<file path="config.mk">
export PLATFORM = sky130hd
export DESIGN_NAME = lcdfb_ctrl
export DESIGN_NICKNAME = d
export VERILOG_FILES = /design/src/hw/rtl/lcdfb_pkg.sv /design/src/hw/rtl/lcdfb_ctrl.sv
export SDC_FILE = /design/constraint.sdc
export NUM_CORES = 1
export LEC_CHECK = 0
export ABC_AREA = 1
export ABC_CLOCK_PERIOD_IN_PS = 2950
export BUFFER_PORTS_ARGS = -buffer_cell sky130_fd_sc_hd__buf_2
export CAP_MARGIN = 15
export CORE_AREA = 2 2 39 41
export CTS_CLUSTER_SIZE = 40
export DETAILED_ROUTE_END_ITERATION = 12
export DIE_AREA = 0 0 41 43
export GPL_TIMING_DRIVEN = 0
export SYNTH_ARGS = -nofsm -noshare
export SYNTH_HDL_FRONTEND = slang
export SYNTH_SLANG_ARGS = --single-unit
</file>
<file path="constraint.sdc">
create_clock -name clock -period 2.95 [get_ports clock]
set_input_delay 0.4425 -clock clock [delete_from_list [all_inputs] [get_ports clock]]
set_output_delay 0.4425 -clock clock [all_outputs]
set_load 0.01 [all_outputs]
</file>
<file path="src/hw/rtl/lcdfb_pkg.sv">
// Shared types and constants for the LCD frame buffer block.
// Operation codes, configuration register indexes and the controller/datapath
// command and status structs. No dependencies.
`timescale 1ns / 1ps
`default_nettype none

package lcdfb_pkg;

   typedef logic [1:0] op_type;

   localparam op_type OP_WRITE = 2'd0;
   localparam op_type OP_CLEAR = 2'd1;
   localparam op_type OP_OPEN  = 2'd2;
   localparam op_type OP_CLOSE = 2'd3;

   typedef logic [1:0] csr_index_type;

   localparam csr_index_type CSR_XOR_MODE         = 2'd0;
   localparam csr_index_type CSR_FOREGROUND_BLACK = 2'd1;
   localparam csr_index_type CSR_BACKGROUND_BLACK = 2'd2;

   localparam int BYTE_W = 8;
   localparam int WORD_W = 16;
   localparam int DIRTY_W = 12;

   localparam logic [WORD_W-1:0] FILL_BLACK = 16'h0000;
   localparam logic [WORD_W-1:0] FILL_WHITE = 16'hffff;

   // Controller to datapath
   typedef struct packed {
      logic capture;        // transaction accepted: latch fields, read word
      logic sweep_run;      // write fill word at sweep pointer and advance
      logic sweep_zero;     // sweep fills with zero (power-on pass)
      logic merge_commit;   // commit masked byte write and its response
      logic finish_commit;  // commit clear/open/close and its response
   } dp_cmd_type;

   // Datapath to controller
   typedef struct packed {
      op_type op;
      logic   sweep_last;
   } dp_status_type;

endpackage

`default_nettype wire

</file>
<file path="src/hw/rtl/lcdfb_ctrl.sv">
// Controller state machine for the LCD frame buffer.
// Depends on lcdfb_pkg for the command/status structs and operation codes.
`timescale 1ns / 1ps
`default_nettype none

module lcdfb_ctrl (
   input  wire logic                   clock,
   input  wire logic                   reset,
   input  wire logic                   req_valid,
   output logic                        req_ready,
   output logic                        rsp_valid,
   input  wire logic                   rsp_ready,
   input  wire lcdfb_pkg::dp_status_type status,
   output lcdfb_pkg::dp_cmd_type       cmd
);

   import lcdfb_pkg::*;

   localparam logic [2:0] ST_INIT   = 3'd0;
   localparam logic [2:0] ST_IDLE   = 3'd1;
   localparam logic [2:0] ST_MERGE  = 3'd2;
   localparam logic [2:0] ST_SWEEP  = 3'd3;
   localparam logic [2:0] ST_FINISH = 3'd4;

   logic [2:0] state_ff;
   logic [2:0] state_in;
   logic       rsp_valid_ff;
   logic       rsp_valid_in;
   logic       slot_free;
   logic       load;

   // response slot can take a new result this cycle
   assign slot_free = !rsp_valid_ff || rsp_ready;

   always_comb begin
      state_in  = state_ff;
      cmd       = '0;
      req_ready = 1'b0;
      unique case (state_ff)
         ST_INIT: begin
            cmd.sweep_run  = 1'b1;
            cmd.sweep_zero = 1'b1;
            if (status.sweep_last) begin
               state_in = ST_IDLE;
            end
         end
         ST_IDLE: begin
            req_ready = 1'b1;
            if (req_valid) begin
               cmd.capture = 1'b1;
            end
         end
         ST_MERGE: begin
            if (slot_free) begin
               cmd.merge_commit = 1'b1;
               state_in = ST_IDLE;
            end
         end
         ST_SWEEP: begin
            cmd.sweep_run = 1'b1;
            if (status.sweep_last) begin
               state_in = ST_FINISH;
            end
         end
         ST_FINISH: begin
            if (slot_free) begin
               cmd.finish_commit = 1'b1;
               state_in = ST_IDLE;
            end
         end
         default: begin
            state_in = ST_IDLE;
         end
      endcase

      // next state after capture follows the requested operation (not yet latched)
      if (cmd.capture) begin
         unique case (status.op)
            OP_WRITE: state_in = ST_MERGE;
            OP_CLEAR: state_in = ST_SWEEP;
            default:  state_in = ST_FINISH;
         endcase
      end
   end

   assign load = cmd.merge_commit || cmd.finish_commit;

   always_comb begin
      rsp_valid_in = rsp_valid_ff;
      if (load) begin
         rsp_valid_in = 1'b1;
      end else if (rsp_ready) begin
         rsp_valid_in = 1'b0;
      end
   end

   always_ff @(posedge clock) begin
      if (reset) begin
         state_ff     <= ST_INIT;
         rsp_valid_ff <= 1'b0;
      end else begin
         state_ff     <= state_in;
         rsp_valid_ff <= rsp_valid_in;
      end
   end

   assign rsp_valid = rsp_valid_ff;

endmodule

`default_nettype wire

</file>
==> results of run 1 <==
[stage by stage]
step	utilization [%]	cell area, sq um	hold WS (ps)
2_1_floorplan	-	314	471
3_3_place_gp	28.8	399	511
3_5_place_dp	28.8	399	516
4_1_cts	30.5	422	371
5_1_grt	30.5	422	379
6_report	30.5	422	381
[final timing paths]
path / from / endpoint / slack, ps / cells past startpoint
max reg2reg: state_ff[0]$_SDFFE_PP0P_ / state_ff[2]$_SDFFE_PP0P_ / 1790 / 7
min reg2reg: state_ff[1]$_SDFFE_PP0P_ / state_ff[1]$_SDFFE_PP0P_ / 520 / 2
max: rsp_valid$_SDFFE_PP0P_ / cmd[0] / 1440 / 4
min: reset / state_ff[1]$_SDFFE_PP0P_ / 380 / 2
[layer usage]
| layer | GRT usage (%) | share of wire, % | routed length, um |
|---|---|---|---|
| met3 | 1.57 | 2.1 | 13 |
| met1 | 7.69 | 43 | 270 |
| met4 | 8.00 | 0 | 0 |
| met2 | 12.8 | 55 | 346 |
| met5 | 0 | 0 | 0 |
[layout by cell type, fill, tap and decap left out, drive strengths merged]
cell,count
o21ai,2
nand2,14
clkbuf,3
buf,13
nand3b,1
dfxtp,4
a21oi,3
inv,10
nor2,7
nand3,6
[cell families after synthesis]
group / share of synthesized area [%]
simple gates: 54.6
buf+inv: 12.0
compound gates: 7.97
flops: 25.5
[sequential cells by signal (all words and copies together), names as in the netlist]
signal / count
state_ff: 3
rsp_valid: 1
[cell type report]
class,count,share of cell area (%)
tap,16,4.75
inverter,10,8.90
clock buffer,3,5.34
timing repair buffer,13,15.4
sequential,4,19.0
multi-input combinational,33,46.6
[where the power goes]
part | total, mW | leakage (nW) | switching, mW | internal (mW)
Sequential | 0.0863 | 0.0329 | 0.0147 | 0.0716
Clock | 0.0664 | 0.0138 | 0.0210 | 0.0454
Combinational | 0.231 | 0.220 | 0.140 | 0.0910
==> results by group, run 1 <==
Status
  – Outcome: finished clean

Critical path
  – Crit Path Max Fanout: 4
  – Worst path top cell family by delay: simple AND/OR/NAND/NOR gates
  – Setup CP Type: flop to output pin
  – Worst path bufs/invs: 2
  – CP dominant cell by count: nor2_1
  – WP data required: 2510 ps
  – Crit path cell chain: inv_1, nor2_1, nor2_1, buf_2
  – Worst Path Arrival: 1070 ps
  – Crit. End Element: output pin
  – Crit path launch type: flop
  – Largest stage delay on the critical path: 310 ps
  – Slowest CP cell: dfxtp_1

Timing
  – Setup ws final: 1440 ps
  – RSZ-0062 raised after global routing: false
  – Max_slew headroom: 77.7%
  – Total negative setup slack: 0 ps
  – Worst Max-Slew Pin Slew: 334 ps
  – Setup Viol. Count Final: 0
  – Final Skew: 0.945 ps
  – Slew Viols, Final: 0
  – Max Fclk: 0.661 GHz
  – Min Tclk post-route: 1510 ps
  – Period Utilization, post-route: 51.3%
  – Final hold violations: 0

Placed design
  – PortBufs: 13
  – Post-place setup slack: 1460 ps
  – Dpl cells: 76
  – Dpl hpwl: 534 um
  – Final GP Congestion: 0.724

Clocking
  – CTS sink count: 4
  – Clock-pin slew on the worst setup and hold paths: 40 ps
  – Hold buffer count at cts: 0
  – Clock Path Buffers: 2
  – H-tree depth: 1
  – Post-CTS Resized: 0
  – Clk_lat worst skew: 230 ps
  – CTS tree: done
  – CTS Buf Count: 3
  – Clk root buf: clkbuf_4
  – Post-CTS setup buffers: 0

Die
  – CORE AREA: 0.00138 sq mm
  – Row count: 14
  – Die ar.: 0.00176 sq mm
  – DIE HEIGHT: 43 um
  – Initial Utilization: 22.7%
  – Die width: 41 um
  – I/O pin count: 14

Drt
  – Post-DRT Antenna Nets: 0
  – Iteration-0 DRC Markers: 3
  – # DRC: 0
  – Via density per instance: 3.97
  – DR pass1 iterations: 4
  – WL per Instance: 7.97 um
  – Vias: 314
  – Total Wirelength: 630 um

Global route
  – Total GRT Usage: 8.02%
  – Initial antenna violation count: 0
  – Largest net degree at the start of global routing: 7
  – Vias in the first global route: 272
  – Grt ovf: 0
  – Global-route wire length before repair: 924 um

Layout
  – Final net count: 72
  – Reg area: 80.1 sq um
  – Layout area overhead: 34.3%
  – Antenna diodes: 0
  – Layout fillers: 165
  – Area taken by multi-input logic gates: 196 sq um
  – Layout Cells excl Fill: 79
  – Share of layout cells above drive strength 1: 41.3%

Synth
  – Synth top cells by count: nand2_1, inv_1, nor2_1
  – Synth cell types: 13
  – Number of synthesized register bits: 4
  – Register area share after synthesis: 25.5%
  – Syn_area_per_cell: 6.68 sq um
  – Syn. warnings: 0
  – Synth async-reset ratio: 0%
  – Top FF cell, synth: dfxtp_1
  – Number of synthesized flops with an enable pin: 0
  – Post-synthesis net count: 54
  – Top-count cell post-synth: nand2_1
  – Cell Area, Synth: 314 sq um
  – Cells after Synth: 47
  – Area contributors post-synth: dfxtp_1, nand2_1, nand2_4
  – Yosys top cell by area: dfxtp_1
  – Synth top area share: 25.5%

Power and ir drop
  – Pwr/cell area: 909 mW/mm^2
  – Leakage power figure: 0.267 nW
  – Peak supply drop: 0.212 mV
  – Design Power: 383 uW

Run
  – Max Cap Violations: 0

Hold path
  – Hold Crit Class: primary input to flop
(Power assumes the default switching activity.)
==> run 2, diff against run 1 <==
--- a/config.mk
+++ b/config.mk
@@ -6,7 +6,7 @@
 export NUM_CORES = 1
 export LEC_CHECK = 0
 export ABC_AREA = 1
-export ABC_CLOCK_PERIOD_IN_PS = 2950
+export ABC_CLOCK_PERIOD_IN_PS = 1400
 export BUFFER_PORTS_ARGS = -buffer_cell sky130_fd_sc_hd__buf_2
 export CAP_MARGIN = 15
 export CORE_AREA = 2 2 39 41
==> constraint.sdc (replaced) <==
create_clock -name clock -period 1.4 [get_ports clock]
set_input_delay 0.21 -clock clock [delete_from_list [all_inputs] [get_ports clock]]
set_output_delay 0.21 -clock clock [all_outputs]
set_load 0.01 [all_outputs]
==> results by group, run 2 (synthesized netlist as in run 1, its figures left out) <==
Timing
  – RSZ-0062 raised after global routing: false
  – Worst Max-Slew Pin Slew: 213 ps (-120 ps)
  – Max Fclk: 0.790 GHz
  – Setup Viol. Count Final: 0 (unchanged)
  – Setup ws final: 135 ps (-1300 ps)
  – Final Skew: 0.945 ps (unchanged)
  – Period Utilization, post-route: 90.4%
  – Final hold violations: 0 (unchanged)
  – Min Tclk post-route: 1270 ps
  – WHS: 148 ps (-232 ps)
  – Total negative setup slack: 0 ps (unchanged)
  – Max_slew headroom: 85.8% (+8.1 points)
  – Slew Viols, Final: 0 (unchanged)

Clocking
  – Clock Path Buffers: 2 (unchanged)
  – CTS tree: done
  – Clk_lat worst skew: 230 ps (about the same)
  – CTS Buf Count: 3 (unchanged)
  – CTS sink count: 4 (unchanged)
  – Clock-pin slew on the worst setup and hold paths: 40 ps (about the same)
  – H-tree depth: 1 (unchanged)
  – Post-CTS setup buffers: 0 (unchanged)
  – Clk root buf: clkbuf_4

Placed design
  – Dpl hpwl: 534 um (unchanged)
  – Post-place setup slack: 239 ps (-1220 ps)
  – Final GP Congestion: 0.724 (unchanged)
  – PortBufs: 13 (unchanged)

Global route
  – Vias in the first global route: 272 (unchanged)
  – Grt ovf: 0 (unchanged)
  – Largest net degree at the start of global routing: 7 (unchanged)
  – Global-route wire length before repair: 924 um (unchanged)
  – Initial antenna violation count: 0 (unchanged)
  – Total GRT Usage: 8.02% (unchanged)

Layout
  – Final net count: 72 (unchanged)
  – Antenna diodes: 0 (unchanged)
  – Share of layout cells above drive strength 1: 42.9% (+1.6 points)
  – Commonest non-fill, non-tap cell in the layout: buf_2
  – Layout area overhead: 35.1%
  – Max reg flops: 3 (unchanged)
  – Largest register by flop count: state_ff
  – Commonest non-fill, non-tap cells in the layout: buf_2, nand2_1, inv_1, nor2_1, nand3_1
  – Final core utilization: 30.7% (+0.18 points)

Drt
  – Via density per instance: 4.01 (+0.96%)
  – DR pass1 iterations: 4 (unchanged)
  – # DRC: 0 (unchanged)
  – WL per Instance: 8.13 um (+1.9%)
  – Total Wirelength: 642 um (+1.9%)
  – Post-DRT Antenna Nets: 0 (unchanged)
  – Iteration-0 DRC Markers: 3 (unchanged)
  – Vias: 317 (+0.96%)

Critical path
  – Crit. End Element: output pin
  – CP startpoint: state_ff[0]$_SDFFE_PP0P_
  – R2r startpoint: state_ff[0]$_SDFFE_PP0P_
  – Worst path top cell family by delay: flip-flops
  – Crit path launch type: flop
  – Crit path cell chain: nand3_1, nand2_2, buf_2
  – Worst Path Arrival: 1060 ps (about the same)
  – Reg2Reg Setup Slack: 240 ps (-1550 ps)
  – WP data required: 1190 ps (-1320 ps)
  – Worst path bufs/invs: 1 (-1)
  – R2r worst-path depth: 7 (unchanged)
  – Worst reg2reg path endpoint: state_ff[2]$_SDFFE_PP0P_
  – Crit Path Max Fanout: 4 (unchanged)
  – Slowest CP cell: dfxtp_1
  – Setup CP Type: flop to output pin
  – Largest stage delay on the critical path: 400 ps (+90 ps)
  – CP endpoint: cmd[3]
  – Crit path depth: 3 (-1)

Power and ir drop
  – Pwr/cell area: 1910 mW/mm^2 (+110%)
  – Leakage power figure: 0.266 nW (-0.10%)
  – Peak supply drop: 0.447 mV (+110%)

Die
  – Row count: 14 (unchanged)
  – Initial Utilization: 22.7% (unchanged)
  – Die ar.: 0.00176 sq mm (unchanged)
  – Die width: 41 um (unchanged)
  – I/O pin count: 14 (unchanged)
  – CORE AREA: 0.00138 sq mm (unchanged)
  – DIE HEIGHT: 43 um (unchanged)

Hold path
  – Hold Crit Class: primary input to flop

Status
  – Outcome: finished clean

Run
  – Max Cap Violations: 0 (unchanged)
==> run 2: power breakdown <==
group | total (mW) | switching, mW | internal [mW]
Clock | 0.140 | 0.0441 | 0.0957
Combinational | 0.489 | 0.297 | 0.193
Sequential | 0.182 | 0.0311 | 0.151
==> run 2: worst min-delay path by stage <==
stage	start	end	slack, ps	cells past startpoint
5_1_grt	reset	state_ff[1]$_SDFFE_PP0P_	150	2
4_1_cts	reset	state_ff[1]$_SDFFE_PP0P_	140	2
2_1_floorplan	reset	state_ff[1]$_SDFFE_PP0P_	280	1
3_5_place_dp	reset	state_ff[1]$_SDFFE_PP0P_	390	2
3_3_place_gp	reset	state_ff[1]$_SDFFE_PP0P_	380	2
6_report	reset	state_ff[1]$_SDFFE_PP0P_	150	2
==> run 2: metrics by stage <==
| step | instance area, sq um | std cells | power (mW) |
|---|---|---|---|
| 5_1_grt | 424 | 79 | 0.886 |
| 3_3_place_gp | 399 | 76 | 0.666 |
| 2_1_floorplan | 314 | 47 | 0.548 |
| 3_5_place_dp | 399 | 76 | 0.676 |
| 4_1_cts | 422 | 79 | 0.825 |
| 6_report | 424 | 79 | 0.811 |
==> run 2: layer usage <==
layer | wire [um] | part of all wire [%] | GRT usage [%] | vias to the layer above
met1 | 268 | 42 | 7.69 | 135
met5 | 0 | 0 | 0 | -
li1 | - | - | - | 178
met2 | 359 | 56 | 12.8 | 4
met3 | 13 | 2.0 | 1.57 | 0
met4 | 0 | 0 | 8.00 | 0
==> run 2: what timing repair did <==
| item | CTS | global route |
|---|---|---|
| endpoints found under the setup margin | 0 | 1 |
| gates resized for setup | 0 | 1 |
| hold buffers | 0 | 0 |
==> run 2: final cells by class <==
type / instances / area (sq um)
inverters: 10 / 37.5
fillers: 169 / 960
clock buffers: 3 / 22.5
flip-flops and latches: 4 / 80.1
multi-input cells: 33 / 199
well taps: 16 / 20.0
repair buffers: 13 / 65.1
==> run 2: worst reg2reg max path: stages (launching register included) <==
cell and delay, ps:
dfxtp_1 400, inv_1 80, nand3_1 130, nand2_2 90
nand2_4 80, nand3_4 70, a21oi_1 140, nor2_1 60
